File: src/rtl/utbd_pkg.sv
// Shared types and constants for the unsigned to base digits converter.
// No dependencies; used by every module of the block.
`default_nettype none

package utbd_pkg;

  localparam int VALUE_BITS_DEF     = 64;
  localparam int MAX_RADIX_DEF      = 16;
  localparam int MAX_DIGITS_DEF     = 64;
  localparam int ITEM_QUEUE_DEPTH   = 2;
  localparam int RESULT_QUEUE_DEPTH = 2;

  localparam int RADIX_BITS     = 5;
  localparam int CHAR_BITS      = 8;
  localparam int DIGIT_BITS     = 4;
  localparam int CFG_INDEX_BITS = 1;
  localparam int CFG_DATA_BITS  = 64;
  localparam int TABLE_BITS     = 2 * CFG_DATA_BITS;

  localparam logic [CHAR_BITS-1:0]  SPACE_CHAR = 8'h20;
  localparam logic [RADIX_BITS-1:0] MIN_RADIX  = 5'd2;

  typedef enum logic [CFG_INDEX_BITS-1:0] {
    CFG_DIGIT_CHARS_LOW  = 1'b0,
    CFG_DIGIT_CHARS_HIGH = 1'b1
  } cfg_reg_t;

  typedef enum logic [1:0] {
    K_CONVERT    = 2'd0,
    K_ZERO_SPACE = 2'd1,
    K_ZERO_TABLE = 2'd2,
    K_ERROR      = 2'd3
  } kind_t;

  typedef struct packed {
    logic [CHAR_BITS-1:0] character;
    logic                 last;
    logic                 error;
  } res_t;

endpackage

`default_nettype wire

File: src/rtl/utbd_fifo.sv
// Small register queue used between the front and back, and on the result side.
// Depends on utbd_pkg for default sizes.
`default_nettype none

module utbd_fifo #(
  parameter int WIDTH = $bits(utbd_pkg::res_t),
  parameter int DEPTH = utbd_pkg::RESULT_QUEUE_DEPTH
) (
  input  wire logic             clk,
  input  wire logic             rst,
  input  wire logic             push,
  output logic                  full,
  input  wire logic [WIDTH-1:0] wr_data,
  input  wire logic             pop,
  output logic                  empty,
  output logic      [WIDTH-1:0] rd_data
);

  localparam int PW = (DEPTH > 1) ? $clog2(DEPTH) : 1;
  localparam int CW = $clog2(DEPTH + 1);

  logic [WIDTH-1:0] mem [DEPTH];
  logic [PW-1:0]    wr_ptr;
  logic [PW-1:0]    rd_ptr;
  logic [CW-1:0]    count;
  logic             do_push;
  logic             do_pop;

  assign full    = (count == CW'(DEPTH));
  assign empty   = (count == '0);
  assign do_push = push && !full;
  assign do_pop  = pop && !empty;
  assign rd_data = mem[rd_ptr];

  always_ff @(posedge clk) begin
    if (do_push) begin
      mem[wr_ptr] <= wr_data;
    end
  end

  always_ff @(posedge clk) begin
    if (rst) begin
      wr_ptr <= '0;
      rd_ptr <= '0;
      count  <= '0;
    end else begin
      if (do_push) begin
        wr_ptr <= (wr_ptr == PW'(DEPTH - 1)) ? '0 : wr_ptr + 1'b1;
      end
      if (do_pop) begin
        rd_ptr <= (rd_ptr == PW'(DEPTH - 1)) ? '0 : rd_ptr + 1'b1;
      end
      if (do_push && !do_pop) begin
        count <= count + 1'b1;
      end else if (do_pop && !do_push) begin
        count <= count - 1'b1;
      end
    end
  end

endmodule

`default_nettype wire

File: src/rtl/utbd_front.sv
// Input side: accepts items, classifies them and queues them for the back end.
// Depends on utbd_pkg and utbd_fifo.
`default_nettype none

module utbd_front #(
  parameter int VALUE_BITS = utbd_pkg::VALUE_BITS_DEF,
  parameter int MAX_RADIX  = utbd_pkg::MAX_RADIX_DEF
) (
  input  wire logic                            clk,
  input  wire logic                            rst,
  input  wire logic                            push,
  output logic                                 full,
  input  wire logic [VALUE_BITS-1:0]           value,
  input  wire logic [utbd_pkg::RADIX_BITS-1:0] radix,
  input  wire logic                            precision_given,
  input  wire logic                            item_pop,
  output logic                                 item_empty,
  output logic      [VALUE_BITS-1:0]           item_value,
  output logic      [utbd_pkg::RADIX_BITS-1:0] item_radix,
  output utbd_pkg::kind_t                      item_kind
);

  localparam int WORD_BITS = VALUE_BITS + utbd_pkg::RADIX_BITS + 2;

  utbd_pkg::kind_t  kind;
  logic [WORD_BITS-1:0] wr_word;
  logic [WORD_BITS-1:0] rd_word;

  always_comb begin
    if (radix < utbd_pkg::MIN_RADIX || radix > utbd_pkg::RADIX_BITS'(MAX_RADIX)) begin
      kind = utbd_pkg::K_ERROR;
    end else if (value == '0) begin
      kind = precision_given ? utbd_pkg::K_ZERO_TABLE : utbd_pkg::K_ZERO_SPACE;
    end else begin
      kind = utbd_pkg::K_CONVERT;
    end
  end

  assign wr_word = {value, radix, kind};

  utbd_fifo #(
    .WIDTH(WORD_BITS),
    .DEPTH(utbd_pkg::ITEM_QUEUE_DEPTH)
  ) u_item_q (
    .clk     (clk),
    .rst     (rst),
    .push    (push),
    .full    (full),
    .wr_data (wr_word),
    .pop     (item_pop),
    .empty   (item_empty),
    .rd_data (rd_word)
  );

  assign item_value = rd_word[WORD_BITS-1 -: VALUE_BITS];
  assign item_radix = rd_word[2 +: utbd_pkg::RADIX_BITS];
  assign item_kind  = utbd_pkg::kind_t'(rd_word[1:0]);

endmodule

`default_nettype wire

File: src/rtl/utbd_back.sv
// Back end: byte-serial division by the radix, digit stack, and digit emission.
// Depends on utbd_pkg.
`default_nettype none

module utbd_back #(
  parameter int VALUE_BITS = utbd_pkg::VALUE_BITS_DEF,
  parameter int MAX_DIGITS = utbd_pkg::MAX_DIGITS_DEF
) (
  input  wire logic                            clk,
  input  wire logic                            rst,
  input  wire logic [utbd_pkg::TABLE_BITS-1:0] digit_table,
  input  wire logic                            item_empty,
  output logic                                 item_pop,
  input  wire logic [VALUE_BITS-1:0]           item_value,
  input  wire logic [utbd_pkg::RADIX_BITS-1:0] item_radix,
  input  wire utbd_pkg::kind_t                 item_kind,
  input  wire logic                            res_full,
  output logic                                 res_push,
  output utbd_pkg::res_t                       res_data
);

  localparam int NB       = (VALUE_BITS + 7) / 8;
  localparam int PAD_BITS = NB * 8;
  localparam int BI_W     = (NB > 1) ? $clog2(NB) : 1;
  localparam int SA_W     = $clog2(MAX_DIGITS);
  localparam int CNT_W    = $clog2(MAX_DIGITS + 1);
  localparam int RB       = utbd_pkg::RADIX_BITS;
  localparam int DB       = utbd_pkg::DIGIT_BITS;

  typedef enum logic [2:0] {
    S_IDLE,
    S_SINGLE,
    S_DIV,
    S_EMIT_RD,
    S_EMIT_WR
  } state_t;

  state_t                state;
  logic [PAD_BITS-1:0]   rv;
  logic [RB-1:0]         rad;
  utbd_pkg::kind_t       kind_r;
  logic [BI_W-1:0]       top;
  logic [BI_W-1:0]       bidx;
  logic [RB-1:0]         rem;
  logic [CNT_W-1:0]      count;
  logic [SA_W-1:0]       eidx;
  logic [DB-1:0]         stack [MAX_DIGITS];
  logic [DB-1:0]         rd_digit;

  logic [PAD_BITS-1:0]   in_pad;
  logic [BI_W-1:0]       first_top;
  logic [7:0]            chunk;
  logic [7:0]            qbyte;
  logic [RB-1:0]         rem_out;
  logic [RB-1:0]         r;
  logic [RB-1:0]         t;
  logic [PAD_BITS-1:0]   rv_q;
  logic                  top_drop;
  logic                  stack_we;

  assign in_pad = PAD_BITS'(item_value);

  always_comb begin
    first_top = '0;
    for (int i = 0; i < NB; i++) begin
      if (in_pad[i*8 +: 8] != 8'd0) begin
        first_top = BI_W'(i);
      end
    end
  end

  // eight restoring steps on one dividend byte
  assign chunk = rv[bidx*8 +: 8];

  always_comb begin
    r     = rem;
    t     = '0;
    qbyte = '0;
    for (int j = 7; j >= 0; j--) begin
      t = {r[RB-2:0], chunk[j]};
      if (t >= rad) begin
        qbyte[j] = 1'b1;
        r        = t - rad;
      end else begin
        r = t;
      end
    end
    rem_out = r;
  end

  always_comb begin
    rv_q = rv;
    rv_q[bidx*8 +: 8] = qbyte;
  end

  assign top_drop = (top != '0) && (rv_q[top*8 +: 8] == 8'd0);
  assign stack_we = (state == S_DIV) && (bidx == '0);
  assign item_pop = (state == S_IDLE) && !item_empty;

  always_ff @(posedge clk) begin
    if (stack_we) begin
      stack[count[SA_W-1:0]] <= rem_out[DB-1:0];
    end
    rd_digit <= stack[eidx];
  end

  always_comb begin
    res_push = 1'b0;
    res_data = '0;
    case (state)
      S_SINGLE: begin
        res_push      = !res_full;
        res_data.last = 1'b1;
        case (kind_r)
          utbd_pkg::K_ERROR: begin
            res_data.error = 1'b1;
          end
          utbd_pkg::K_ZERO_TABLE: begin
            res_data.character = digit_table[7:0];
          end
          default: begin
            res_data.character = utbd_pkg::SPACE_CHAR;
          end
        endcase
      end
      S_EMIT_WR: begin
        res_push           = !res_full;
        res_data.character = digit_table[rd_digit*8 +: 8];
        res_data.last      = (eidx == '0);
      end
      default: begin
        res_push = 1'b0;
      end
    endcase
  end

  always_ff @(posedge clk) begin
    if (rst) begin
      state <= S_IDLE;
      count <= '0;
    end else begin
      case (state)
        S_IDLE: begin
          if (!item_empty) begin
            rv     <= in_pad;
            rad    <= item_radix;
            kind_r <= item_kind;
            count  <= '0;
            rem    <= '0;
            top    <= first_top;
            bidx   <= first_top;
            state  <= (item_kind == utbd_pkg::K_CONVERT) ? S_DIV : S_SINGLE;
          end
        end
        S_SINGLE: begin
          if (!res_full) begin
            state <= S_IDLE;
          end
        end
        S_DIV: begin
          rv <= rv_q;
          if (bidx == '0) begin
            rem   <= '0;
            count <= count + 1'b1;
            if (top_drop) begin
              top  <= top - 1'b1;
              bidx <= top - 1'b1;
            end else begin
              bidx <= top;
            end
            if (rv_q == '0 || count == CNT_W'(MAX_DIGITS - 1)) begin
              eidx  <= count[SA_W-1:0];
              state <= S_EMIT_RD;
            end
          end else begin
            rem  <= rem_out;
            bidx <= bidx - 1'b1;
          end
        end
        S_EMIT_RD: begin
          state <= S_EMIT_WR;
        end
        S_EMIT_WR: begin
          if (!res_full) begin
            if (eidx == '0) begin
              state <= S_IDLE;
            end else begin
              eidx  <= eidx - 1'b1;
              state <= S_EMIT_RD;
            end
          end
        end
        default: begin
          state <= S_IDLE;
        end
      endcase
    end
  end

endmodule

`default_nettype wire

File: src/rtl/unsigned_to_base_digits.sv
// Top level of the unsigned to base digits converter: config registers and wiring.
// Depends on utbd_pkg, utbd_fifo, utbd_front, utbd_back.
//
// channel   direction  handshake                 payload
// input     in         push / full               value, radix, precision_given
// result    out        empty / pop               character, last, error
// config    in         cfg_valid / cfg_ready     cfg_index, cfg_data
//
// Conversion: load the item, then for each digit divide the active value bytes
// one at a time (8 down to 1 as the quotient shrinks), then read each digit from
// the stack and write its character to the result queue. Zero value or bad radix:
// a single result character. The byte-serial divider is in the back end.
// rst is synchronous; the digit stack is not cleared. A full result queue stalls
// emission only; the front keeps taking items until its queue fills.
`default_nettype none

module unsigned_to_base_digits #(
  parameter int VALUE_BITS = utbd_pkg::VALUE_BITS_DEF,
  parameter int MAX_RADIX  = utbd_pkg::MAX_RADIX_DEF,
  parameter int MAX_DIGITS = utbd_pkg::MAX_DIGITS_DEF
) (
  input  wire logic                                clk,
  input  wire logic                                rst,
  input  wire logic                                push,
  output logic                                     full,
  input  wire logic [VALUE_BITS-1:0]               value,
  input  wire logic [utbd_pkg::RADIX_BITS-1:0]     radix,
  input  wire logic                                precision_given,
  output logic                                     empty,
  input  wire logic                                pop,
  output logic      [utbd_pkg::CHAR_BITS-1:0]      character,
  output logic                                     last,
  output logic                                     error,
  input  wire logic                                cfg_valid,
  output logic                                     cfg_ready,
  input  wire logic [utbd_pkg::CFG_INDEX_BITS-1:0] cfg_index,
  input  wire logic [utbd_pkg::CFG_DATA_BITS-1:0]  cfg_data
);

  logic [utbd_pkg::CFG_DATA_BITS-1:0] digit_chars_low;
  logic [utbd_pkg::CFG_DATA_BITS-1:0] digit_chars_high;

  logic                                item_pop;
  logic                                item_empty;
  logic [VALUE_BITS-1:0]               item_value;
  logic [utbd_pkg::RADIX_BITS-1:0]     item_radix;
  utbd_pkg::kind_t                     item_kind;
  logic                                res_full;
  logic                                res_push;
  utbd_pkg::res_t                      res_in;
  utbd_pkg::res_t                      res_out;

  assign cfg_ready = 1'b1;

  always_ff @(posedge clk) begin
    if (rst) begin
      digit_chars_low  <= '0;
      digit_chars_high <= '0;
    end else if (cfg_valid && cfg_ready) begin
      case (utbd_pkg::cfg_reg_t'(cfg_index))
        utbd_pkg::CFG_DIGIT_CHARS_LOW:  digit_chars_low  <= cfg_data;
        utbd_pkg::CFG_DIGIT_CHARS_HIGH: digit_chars_high <= cfg_data;
        default: begin
        end
      endcase
    end
  end

  utbd_front #(
    .VALUE_BITS(VALUE_BITS),
    .MAX_RADIX (MAX_RADIX)
  ) u_front (
    .clk             (clk),
    .rst             (rst),
    .push            (push),
    .full            (full),
    .value           (value),
    .radix           (radix),
    .precision_given (precision_given),
    .item_pop        (item_pop),
    .item_empty      (item_empty),
    .item_value      (item_value),
    .item_radix      (item_radix),
    .item_kind       (item_kind)
  );

  utbd_back #(
    .VALUE_BITS(VALUE_BITS),
    .MAX_DIGITS(MAX_DIGITS)
  ) u_back (
    .clk         (clk),
    .rst         (rst),
    .digit_table ({digit_chars_high, digit_chars_low}),
    .item_empty  (item_empty),
    .item_pop    (item_pop),
    .item_value  (item_value),
    .item_radix  (item_radix),
    .item_kind   (item_kind),
    .res_full    (res_full),
    .res_push    (res_push),
    .res_data    (res_in)
  );

  utbd_fifo #(
    .WIDTH($bits(utbd_pkg::res_t)),
    .DEPTH(utbd_pkg::RESULT_QUEUE_DEPTH)
  ) u_res_q (
    .clk     (clk),
    .rst     (rst),
    .push    (res_push),
    .full    (res_full),
    .wr_data (res_in),
    .pop     (pop),
    .empty   (empty),
    .rd_data (res_out)
  );

  assign character = res_out.character;
  assign last      = res_out.last;
  assign error     = res_out.error;

  // error transaction is a single zero character
  a_error_single: assert property (@(posedge clk) disable iff (rst)
    (!empty && error) |-> (character == '0 && last))
    else $error("error result not a lone zero character");

  a_item_queued: assert property (@(posedge clk) disable iff (rst)
    (push && !full) |=> !item_empty)
    else $error("accepted item missing from item queue");

  a_reset_empty: assert property (@(posedge clk)
    $fell(rst) |-> empty)
    else $error("result queue not empty after reset");

endmodule

`default_nettype wire

File: config.mk
export PLATFORM = sky130hd
export DESIGN_NAME = unsigned_to_base_digits
export DESIGN_NICKNAME = d
export VERILOG_FILES = /design/src/rtl/utbd_pkg.sv /design/src/rtl/utbd_fifo.sv /design/src/rtl/utbd_front.sv /design/src/rtl/utbd_back.sv /design/src/rtl/unsigned_to_base_digits.sv
export SDC_FILE = /design/constraint.sdc
export NUM_CORES = 1
export LEC_CHECK = 0
export BUFFER_PORTS_ARGS = -buffer_cell sky130_fd_sc_hd__buf_4
export CORE_AREA = 2 2 351 353
export DETAILED_ROUTE_END_ITERATION = 7
export DIE_AREA = 0 0 353 355
export MAX_ROUTING_LAYER = met4
export SYNTH_ARGS = -nofsm -noshare
export SYNTH_HDL_FRONTEND = slang
export SYNTH_SLANG_ARGS = --single-unit
export TNS_END_PERCENT = 100
File: constraint.sdc
create_clock -name clk -period 14.89 [get_ports clk]
set_clock_uncertainty 0.15 [all_clocks]
set_input_delay 0.7445 -clock clk [delete_from_list [all_inputs] [get_ports clk]]
set_output_delay 0.7445 -clock clk [all_outputs]
set_load 0.01 [all_outputs]
Word-level counts from Yosys, hierarchy flattened
Memory sizes are Yosys's and may differ from the RTL's. A register that Yosys moved wholly into a read port is not among the register bits.
Cells that the tools add are included.
Widths: inputs -> output; s select.
{"block": "classes", "n_mul": 0, "n_eq_ne": 15, "n_mux": 77, "n_shift": 5, "n_lt_le_gt_ge": 10, "n_bitwise": 3, "addsub": 21, "n_reduce_logical": 51, "div": 0}
{"op": "$logic_not 64->1", "n": 2}
{"op": "$pmux 64 s2", "n": 1}
{"op": "$shiftx 128x8->8", "n": 1}
{"op": "$shiftx 64x7->8", "n": 2}
{"op": "$bwmux 64", "n": 1}
{"op": "$mux 64", "n": 1}
{"op": "$shift 8x34->64 const A", "n": 1}
{"op": "$shiftx 8x34->64", "n": 1}
{"op": "$reduce_bool 8->1", "n": 7}
{"op": "$ge 5x5->1", "n": 8}
{"op": "$mux 4", "n": 10}
{"op": "$mux 3", "n": 13}
{"op": "$neg 6->34", "n": 1}
{"op": "$sub 4x4->4", "n": 8}
{"op": "$mux 1", "n": 26}
{"op": "$mux 6", "n": 4}
{"op": "$mux 2", "n": 11}
{"op": "$pmux 9 s2", "n": 1}
{"op": "$pmux 8 s2", "n": 1}
{"op": "$pmux 3 s5", "n": 1}
{"op": "$mux 7", "n": 2}
{"op": "$pmux 7 s2", "n": 1}
{"op": "$ne 2x2->1 const B", "n": 6}
{"op": "$pmux 3 s2", "n": 2}
{"op": "other kinds (31)", "n": 70}
{"block": "word_totals", "latchBits": 0, "memories": 3, "reg_bits": 233, "ram_bits": 418, "rom_bits": 0, "out_inout_bits": 13, "input_bits": 140}
{"memory": "u_back.stack", "words": 64, "width": 4, "read_ports": 1, "rd_ports_with_merged_regs": 1, "write_ports": 1, "line_no": "utbd_back.sv:47", "text": "logic [DB-1:0] stack [MAX_DIGITS];"}
{"memory": "u_front.u_item_q.mem", "words": 2, "width": 71, "read_ports": 1, "rd_ports_with_merged_regs": 1, "write_ports": 1, "line_no": "utbd_fifo.sv:22", "text": "logic [WIDTH-1:0] mem [DEPTH];"}
{"memory": "u_res_q.mem", "words": 2, "width": 10, "read_ports": 1, "rd_ports_with_merged_regs": 1, "write_ports": 1, "line_no": "utbd_fifo.sv:22"}

Depth between registers and ports, before layout
{"block": "logic_depth", "word_depth": 25, "depth_mapped": 56}

Cells and area by module
A second synthesis with hierarchy kept.
{"block": "unflattened", "cells_unflattened": 2276, "area_unflattened_um2": 30750.7}
{"module": "utbd_back", "n_inst": 1, "area_each_um2": 19039.5, "cells_each": 1458, "seq_area_each_um2": 10580.1}
{"module": "utbd_fifo (u_front.u_item_q)", "n_inst": 1, "area_each_um2": 5321.4, "cells_each": 246, "seq_area_each_um2": 4364.2}
{"module": "unsigned_to_base_digits", "n_inst": 1, "area_each_um2": 5283.8, "cells_each": 489, "seq_area_each_um2": 2562.5}
{"module": "utbd_fifo (u_res_q)", "n_inst": 1, "area_each_um2": 935.9, "cells_each": 56, "seq_area_each_um2": 700.7}
{"module": "utbd_front", "n_inst": 1, "area_each_um2": 170.2, "cells_each": 27, "seq_area_each_um2": 0.0}

Worst setup path before layout
Ideal clock, no wire load.
{"block": "synth_path", "path_type": "register -> register", "from": "register u_back.bidx[0]", "to": "memory u_back.stack[0][2] in the netlist's numbering (data pin)", "slack_ps": 485, "path_stages_with_launch": 43, "n_path_buf": 6, "t_arrival_ps": 13547, "path_cell_list": "edfxtp_1 > buf_6 > buf_2 > mux4_2 > mux2i_1 > ha_1 > nor2b_1 > o221ai_1 > mux2_2 > ha_1 > nand4_1 > o221ai_1 > mux2_2 > ha_1 > nand4_1 > o221ai_1 > clkbuf_1 > mux2_2 > (+7 left out) > and2_1 > clkbuf_1 > mux2_2 > ha_1 > o21ai_0 > o221a_2 > clkbuf_1 > mux2i_1 > ha_1 > a211oi_1 > o221ai_1 > clkbuf_1 > mux2_2 > ha_1 > and4_1 > a21oi_1 > and2_1 > o21ai_0"}
{"block": "synth_via", "elab_chain_cells": 17, "elab_cells_between_ends": 25}
{"item": "start: declaration", "line_no": "utbd_back.sv:43", "text": "logic [BI_W-1:0] bidx;"}
{"item": "start signal: assignment", "line_no": "utbd_back.sv:151", "text": "bidx <= first_top;"}
{"item": "start signal: assignment", "line_no": "utbd_back.sv:167", "text": "bidx <= top - 1'b1;"}
{"item": "start signal: assignment", "line_no": "utbd_back.sv:169", "text": "bidx <= top;"}
{"item": "$shiftx 64x7->8 (*)", "line_no": "utbd_back.sv:73", "text": "assign chunk = rv[bidx*8 +: 8];"}
{"item": "$sub 4x4->4 / $ge 5x5->1 (equally long branches)", "line_no": "utbd_back.sv:83, utbd_back.sv:81"}
{"item": "$mux 4", "line_no": "utbd_back.sv:81", "text": "if (t >= rad) begin"}
{"item": "$sub 4x4->4 / $ge 5x5->1 (equally long branches)", "line_no": "utbd_back.sv:83, utbd_back.sv:81"}
{"item": "$mux 4", "line_no": "utbd_back.sv:81"}
{"item": "$sub 4x4->4 / $ge 5x5->1 (equally long branches)", "line_no": "utbd_back.sv:83, utbd_back.sv:81"}
{"item": "$mux 4", "line_no": "utbd_back.sv:81"}
{"item": "$sub 4x4->4 / $ge 5x5->1 (equally long branches)", "line_no": "utbd_back.sv:83, utbd_back.sv:81"}
{"item": "(+2 left out)"}
{"item": "$mux 4", "line_no": "utbd_back.sv:81"}
{"item": "$sub 4x4->4 / $ge 5x5->1 (equally long branches)", "line_no": "utbd_back.sv:83, utbd_back.sv:81"}
{"item": "$mux 4", "line_no": "utbd_back.sv:81"}
{"item": "$ge 5x5->1 / $sub 4x4->4 (equally long branches)", "line_no": "utbd_back.sv:81, utbd_back.sv:83"}
{"item": "$mux 4", "line_no": "utbd_back.sv:81"}
{"item": "$sub 4x4->4 / $ge 5x5->1 (equally long branches)", "line_no": "utbd_back.sv:83, utbd_back.sv:81"}
{"item": "$mux 4 (*)", "line_no": "utbd_back.sv:81"}
{"item": "named net u_back.r[2]", "line_no": "utbd_back.sv:55", "text": "logic [RB-1:0] r;"}
{"item": "end: declaration", "line_no": "utbd_back.sv:47"}
Mark *: on every way through the listed nets, which the timed path passes. The rest lies on a longest branch.

Worst setup path after layout
{"block": "layout_path", "from": "register u_back.bidx[0]", "to": "register u_back.eidx[1] (enable)"}
{"block": "layout_via", "elab_chain_cells": 23, "elab_cells_between_ends": 41}
{"item": "$shiftx 64x7->8", "line_no": "utbd_back.sv:73"}
{"item": "$sub 4x4->4 / $ge 5x5->1 (equally long branches)", "line_no": "utbd_back.sv:83, utbd_back.sv:81"}
{"item": "$mux 4", "line_no": "utbd_back.sv:81"}
{"item": "$sub 4x4->4 / $ge 5x5->1 (equally long branches)", "line_no": "utbd_back.sv:83, utbd_back.sv:81"}
{"item": "$mux 4", "line_no": "utbd_back.sv:81"}
{"item": "$sub 4x4->4 / $ge 5x5->1 (equally long branches)", "line_no": "utbd_back.sv:83, utbd_back.sv:81"}
{"item": "$mux 4", "line_no": "utbd_back.sv:81"}
{"item": "$sub 4x4->4 / $ge 5x5->1 (equally long branches)", "line_no": "utbd_back.sv:83, utbd_back.sv:81"}
{"item": "(+7 left out)"}
{"item": "$ge 5x5->1", "line_no": "utbd_back.sv:81"}
{"item": "$mux 1", "line_no": "utbd_back.sv:81"}
{"item": "$shiftx 8x34->64", "line_no": "utbd_back.sv:93", "text": "rv_q[bidx*8 +: 8] = qbyte;"}
{"item": "$bwmux 64", "line_no": "utbd_back.sv:93"}
{"item": "$logic_not 64->1", "line_no": "utbd_back.sv:171", "text": "if (rv_q == '0 || count == CNT_W'(MAX_DIGITS - 1)) begin"}
{"item": "$logic_or 1x1->1", "line_no": "utbd_back.sv:171"}
{"item": "$ne 2x2->1 (no source line)"}
{"item": "$reduce_and 6->1 (no source line) (*)"}
{"item": "end signal: assignment", "line_no": "utbd_back.sv:172", "text": "eidx <= count[SA_W-1:0];"}
{"item": "end signal: assignment", "line_no": "utbd_back.sv:188", "text": "eidx <= eidx - 1'b1;"}
{"item": "end: declaration", "line_no": "utbd_back.sv:46", "text": "logic [SA_W-1:0] eidx;"}
Every way passes the cells marked *; elsewhere a longest branch is shown, timed or not.
A chain may end at the register's enable or synchronous reset.

==> flow_summary.json <==
{
  "multi_input_area_sq_um": 11300,
  "cpMostUsedCell": "ha_1",
  "clock-sinks": 657,
  "netlist_top_cells_count": "edfxtp_1 (505), nand2_1 (322), a21oi_1 (253)",
  "fin_crit_ns": 13.83,
  "h-tree-depth": 2,
  "yosysTopAreaCell": "edfxtp_1",
  "wl_per_cell_microns": 19.6,
  "setup_violations": 0,
  "synth_flop_cell": "edfxtp_1",
  "initial_core_util": 0.249,
  "fin_nets": 2738,
  "synth_cell_type_count": 78,
  "r2r_cells": 43,
  "hp-start": "value[16]",
  "core.rowCount": 128,
  "reg2reg_to": "u_back.eidx[1]",
  "dp_hpwl_microns": 57400,
  "critPathCaptureType": "flop",
  "async_flop_share": 0,
  "hp-class": "in -> reg",
  "path_delay_family": "compound AO/OA/AOI/OAI gates",
  "cts_tree": "yes",
  "die_w_microns": 353,
  "clk_root_buffer_cell": "clkbuf_16",
  "required_ns": 15.02,
  "holdPathStages": 1,
  "grt_usage": 0.131,
  "worst_pin_slew_ns": 1.03,
  "seqCellArea_sq_um": 18200,
  "path_class": "reg -> reg",
  "rsz0062_at_grt": "false",
  "cpMaxStageDelayCell": "edfxtp_1",
  "coreArea_sq_um": 121000,
  "worstReg2RegStart": "u_back.bidx[0]",
  "clock_path_buffers": 3,
  "worstPathArrival_ns": 13.96,
  "status": "complete, no violations",
  "postPlaceCellArea_sq_um": 33100,
  "synthTopCellsByArea": "edfxtp_1 (50%), dfxtp_1 (10%), mux4_2 (6.6%), mux2i_1 (4.7%), a21oi_1 (4.2%)",
  "hold_ws_ns": 0.137,
  "cts_buffers": 61,
  "dieArea_sq_um": 125000,
  "synth.top_cell.area_share": 0.503,
  "drive_gt1_frac": 0.172,
  "synthToLayoutAreaGrowth_pct": 16.2,
  "maxClockFrequency_ghz": 0.0723,
  "slew_headroom": 0.305,
  "drc_errors": 0,
  "dr.first_iter.drc_count": 1911,
  "place_congestion": 0.939,
  "drt-total-wl_microns": 82500,
  "slowest_delay_ns": 0.70,
  "cp_max_fo": 11,
  "ant_nets": 0,
  "path_buf_inv": 2,
  "netlist_area_sq_um": 30200,
  "synth.most_common_cell": "edfxtp_1",
  "syn_inst": 2441,
  "synth-seq-cells": 657,
  "antenna_found_initial": 6,
  "critical_path_depth": 43,
  "syn-num-nets": 2641,
  "finalHoldViolations": 0,
  "hold_path_end": "u_front.u_item_q.mem[0][23]",
  "syn_avg_cell_area_sq_um": 12.4,
  "clkLatencyLatePin_ns": 0.66,
  "via_count": 20300,
  "nFillCells": 12500,
  "grt_max_degree": 95,
  "die_y_microns": 355,
  "clk_pin_slew_worst_paths_ns": 0.07,
  "grt_overflow": 0,
  "via_per_inst": 4.83,
  "cts_hold_buf": 0,
  "grt_pass1_vias": 19800,
  "synth_edf_count": 505,
  "yosysWarnings": 0,
  "io_pins": 153,
  "cap_violations": 0,
  "stdcell_area_sq_um": 35100,
  "io_buffers": 151,
  "grt_pass1_wl_microns": 124000,
  "seq_area_frac_synth": 0.603,
  "firstDrtPassIters": 5,
  "min_period_over_period": 0.929,
  "critPathLaunchType": "flop",
  "tns_ns": 0,
  "drv_slew": 0,
  "r2r_slack_ns": 1.06
}
## worst register-to-register path, delay by kind of cell (launching register included)
kind / cells / cell delay [ns]
AOI/OAI and AO/OA: 13 / 4.10
buffers and inverters: 2 / 0.41
DFF: 1 / 0.70
muxes: 8 / 3.14
and+or+nand+nor: 12 / 2.62
adders and majority gates: 8 / 2.35
## routing by layer
layer / wire, microns / track usage / up-vias / share of wire
li1: - / - / 9401 / -
met1: 36800 / 0.174 / 10100 / 0.45
met2: 38700 / 0.208 / 697 / 0.47
met3: 4620 / 0.0178 / 142 / 0.056
met4: 2440 / 0.0416 / 0 / 0.030
met5: 0 / - / - / 0
## placed cells by master (no fill, tap or decap), types with 15 or more instances in the layout
cell | netlist | layout
edfxtp_1 | 505 | 505
nand2_1 | 322 | 319
a21oi_1 | 253 | 253
nor2_1 | 215 | 214
buf_4 | 1 | 186
dfxtp_1 | 152 | 150
mux2i_1 | 141 | 140
mux4_2 | 88 | 88
a211oi_1 | 67 | 67
clkbuf_16 | 0 | 66
ha_1 | 52 | 52
nor3_1 | 50 | 48
o21ai_0 | 46 | 45
nor4_1 | 42 | 41
inv_1 | 38 | 38
mux2_2 | 32 | 32
nor2b_1 | 23 | 22
nand4_1 | 21 | 21
o221ai_1 | 21 | 20
nand3_1 | 19 | 19
o22ai_1 | 18 | 18
xor2_1 | 16 | 16
xnor2_1 | 15 | 15
clkinv_2 | 0 | 15
## stage by stage
stage,util,setup slack (ns),cells
2_1_floorplan,-,0.485,2441
3_3_place_gp,0.273,1.11,4100
3_5_place_dp,0.273,0.746,4100
4_1_cts,0.289,0.685,4215
5_1_grt,0.289,0.161,4216
6_report,0.289,1.06,4216
## worst max-delay path by stage
stage / slack [ns] / to / startpoint
6_report: 1.06 / u_back.eidx[1] / u_back.bidx[0]
5_1_grt: 0.16 / u_back.eidx[1] / u_back.bidx[0]
4_1_cts: 0.69 / u_back.eidx[0] / u_back.bidx[0]
3_5_place_dp: 0.75 / u_back.eidx[5] / u_back.bidx[0]
3_3_place_gp: 1.11 / u_back.eidx[4] / u_back.bidx[0]
2_1_floorplan: 0.48 / u_back.stack[0][2] / u_back.bidx[0]
## cell families (layout without fill, tap and decap cells)
family          Yosys count  after routing  synth area share
other cells               1              2          0.000124
fa+ha+maj                60             60            0.0269
xor+xnor                 31             31           0.00900
flops                   657            657             0.603
compound gates          489            489             0.101
simple gates            750            750             0.111
mux                     261            261             0.124
buf+inv                 192            341            0.0249
## area by class of cell
type | instances | share of cell area
Sequential cell | 657 | 0.519
Clock buffer | 83 | 0.0500
Antenna cell | 1 | 0.0000713
Inverter | 40 | 0.00428
Timing Repair Buffer | 186 | 0.0398
Clock inverter | 32 | 0.00635
Multi-Input combinational cell | 1592 | 0.322
Tap cell | 1625 | 0.0580
## repair_timing
item                                    4_1_cts  5_1_grt
resized for setup                             0        2
endpoints found under the setup margin        0        6
setup buffers                                 0        0
## flip-flops by register name (all words and copies together), names as in the netlist, 5 cells and up, named ones only
register              cells
digit_chars_low          64
u_front.u_item_q.mem    142
u_back.stack            256
digit_chars_high         64
u_back.count              7
u_back.rv                64
u_back.eidx               6
u_res_q.mem              20
u_back.rad                5
Power is left out: the tool's default activity adds up to more than one toggle a clock period on the data nets, which glitch-free logic cannot reach.
